==> src/rtl/grt_ram.sv <==
`timescale 1ns / 1ps
`default_nettype none

module grt_ram #(
   parameter int WIDTH = 8,
   parameter int DEPTH = 16
) (
   input  logic                     clock,
   input  logic                     wr_en,
   input  logic [$clog2(DEPTH)-1:0] wr_addr,
   input  logic [WIDTH-1:0]         wr_data,
   input  logic [$clog2(DEPTH)-1:0] rd_addr,
   output logic [WIDTH-1:0]         rd_data
);

   logic [WIDTH-1:0] mem_ff [DEPTH];
   logic [WIDTH-1:0] rd_data_ff;

   // read-first: a read and write to one address return the old word
   always_ff @(posedge clock) begin
      if (wr_en) begin
         mem_ff[wr_addr] <= wr_data;
      end
      rd_data_ff <= mem_ff[rd_addr];
   end

   assign rd_data = rd_data_ff;

endmodule

`default_nettype wire

==> config.mk <==
export PLATFORM = sky130hd
export DESIGN_NAME = grt_ram
export DESIGN_NICKNAME = d
export VERILOG_FILES = /design/src/rtl/grt_ram.sv
export SDC_FILE = /design/constraint.sdc
export NUM_CORES = 1
export LEC_CHECK = 0
export ABC_AREA = 1
export BUFFER_PORTS_ARGS = -buffer_cell sky130_fd_sc_hd__buf_2
export CAP_MARGIN = 40
export CORE_ASPECT_RATIO = 1.75
export CORE_MARGIN = 4
export CORE_UTILIZATION = 51
export DETAILED_ROUTE_END_ITERATION = 6
export PLACE_DENSITY_LB_ADDON = 0.25
export SETUP_SLACK_MARGIN = 0.3
export SYNTH_ARGS = -nofsm -noshare
export SYNTH_HDL_FRONTEND = slang
export SYNTH_SLANG_ARGS = --single-unit
==> constraint.sdc <==
create_clock -name clock -period 1.3 [get_ports clock]
set_input_delay 0.13 -clock clock [delete_from_list [all_inputs] [get_ports clock]]
set_output_delay 0.13 -clock clock [all_outputs]
set_load 0.05 [all_outputs]
==> results.md <==
* FF+latch count, synth at between 100 and 150
* Synth cell types at 12
* VDD IR max at 0.00116 V
* Max Cap Viol at 0
* Sequential share of power at 0.437
* Final Hold Vio Count at 0
* Synth area leader: edfxtp_1
* Part of the Yosys area used for sequential elements at 0.694
* Area fraction of the dominant cell type after synthesis at 0.667
* Pin count of the biggest net entering global routing at 65
* Initial antenna violation count at 0
* Share of cells above drive strength 1 at 0.216
* Via count at ~3900
* Final net count at ~600
* Sw Pwr at 2360 uW
* Detailed Routing Iterations Pass 1 at 4
* CP required at 1170 ps
* CTS tree: yes
* Number of port buffers at 25
* GR Util met3 at 0.0443
* Synth async-reset ratio at 0
* Met1 global-route usage at 0.262
* Post-CTS Setup Bufs at 0
* H-Tree Depth at 4
* Drt initial violations at 274
* Cell Chain, Critical Path: buf_8
* Global route overflow at 0
* GR Util met2 at 0.382
* Drc violations at 0
* Setup TNS at 0 ps
* WS Path Type: register to output port
* Clock power frac at 0.488
* Wirelength per Cell at 18.2 um
* Max transition margin at 0.735
* Hold_buf cts at 0
* Syn Area/Cell at 10.5 um^2
* Hold WC Path Type: primary input to register
* Ant. Diodes at 0
* Area contributors post-synth: edfxtp_1, nand2_1, nand3_1
* Dpl hpwl at 8220 um
* Number of global-route vias before repair at 3962
* WP data arrival at 900 ps
* Final Wtd Congestion at 0.796
* Count leader, synth: nand2_1
* CP Capture Type: output port
* Leakage power at 0.00309 uW
* Syn nets at roughly 570
* Cell row count at 51
* Unrepaired setup endpoints after global routing: yes
* Synthesized area at 0.00577 mm^2
* Cells after Synth at approximately 550
* Post-route ant nets at 0
* Total power at 11300 uW
* Crit Reg-Reg Startpoint: mem_ff[1][4]
* Top Family by Delay on Critical Path: flip-flops
* Syn-to-layout area delta at 23.6%
* Worst-path clk slew at 60 ps
* Die X at 88.4 um
* CP startpoint: rd_data[0]
* CTS root buf: clkbuf_16
* CP max stage cell: dfxtp_2
* Power density cells at 1590 mW/mm^2
* CTS sink cnt at roughly 140
* Busiest grt layer: met2
* Number of synthesized flops with an enable pin at 128
* Final worst slack at 270 ps
* Setup Slack @ Placement at 61.7 ps
* Status: completed
* Logic pwr share at 0.074
* Initial Utilization at 0.519
* Worst min-delay path startpoint: rd_addr[3]
* First-pass GRT wire length at 20900 um
* Main flop type after synthesis: edfxtp_1
* Switching share of power at 0.208
* Overall routing resource usage at 0.223
* Synth top cells by count: nand2_1, edfxtp_1, inv_1, nand3_1, nor2_1
* Worst Setup Start Kind: register
* Critical-path maximum fanout at 1
* Clk_skew at 7.22 ps
* Slew Viols, Final at 0
* Post-Route WL at 13400 um
* Die H at 149 um
* Crit-path max cell delay at 340 ps
* Total CTS buffers at 17
* FMAX at 0.971 GHz
* Least-Margin Pin Slew at 397 ps
* Fin crit share at 0.793
* Fin crit period at 1030 ps
* Number of vias per cell at 5.25
* Clock Latency Late Sink at approximately 410 ps
* Syn. warnings at 0
* Die area at 0.0131 mm^2
* CTS max path bufs at 2
* Core region area at around 0.011 mm^2
* Number of I/O pins at 26
* Final setup fails at 0
* CP bufs+invs at 1
* P_int at approximately 9000 uW
-- placed cells by master (no fill, tap or decap), drive strengths merged --
| cell | netlist | layout |
|---|---|---|
| clkbuf | 0 | 18 |
| nor2 | 17 | 17 |
| nand2 | 173 | 173 |
| nand3b | 2 | 2 |
| clkinv | 0 | 7 |
| dfxtp | 8 | 8 |
| inv | 102 | 102 |
| buf | 24 | 48 |
| edfxtp | 128 | 128 |
| nand3 | 97 | 97 |
| bufinv | 0 | 7 |
-- flip-flops by register name, summed over array words and instances, names as in the netlist --
name,cells
rd_data,8
mem_ff,128
-- layer usage --
metal  up-vias  routed length (um)  part of all wire
li1       1864                   -                 -
met1      1872                5170              0.38
met2       108                7260              0.54
met3        39                 465             0.035
met4         0                 538             0.040
met5         -                   0                 0
-- area by class of cell --
cell class / instances / area [um^2]
timing repair buffer: 48 / 465
multi-input combinational: 289 / 1420
tap: 132 / 165
inverter: 102 / 383
clock buffer: 18 / 429
clock inverter: 14 / 253
fill: 837 / 3970
sequential: 136 / 4010
-- what timing repair did --
item,CTS,global route
pin swaps,0,8
resized for setup,37,35
endpoints found under the setup margin,13,16
-- power by group through the flow --
stage / sequential, uW / clock (uW) / combinational (uW)
global route: 4960 / 5760 / 915
floorplan: 5120 / 0 / 349
finish: 4950 / 5530 / 842
CTS: 4950 / 5570 / 795
global placement: 5020 / 0 / 718
detailed placement: 5020 / 0 / 730
-- kinds of logic after synthesis --
kind of cell / count (synthesis) / share of synthesized area
AND/OR/NAND/NOR: 289 / 0.210
buffers and inverters: 126 / 0.0952
flip-flops: 136 / 0.694
-- worst paths after layout --
kind	slack (ps)	cells after the start	endpoint
worst max-delay path	270	1	rd_data[0]
worst min register to register	660	6	rd_data[6]
worst max register to register	320	6	rd_data[4]
worst min-delay path	50	3	rd_data[6]
-- stage by stage --
step | cells | util | hold slack, ps | area, um^2
after detailed placement | 707 | 0.555 | 485 | 6170
after CTS | 739 | 0.627 | 39.6 | 6970
after global routing | 739 | 0.642 | 73.0 | 7130
final | 739 | 0.642 | 52.7 | 7130
after floorplan | 551 | - | 229 | 5780
after global placement | 707 | 0.555 | 484 | 6170
No activity file was read; power rests on OpenSTA's default activity.
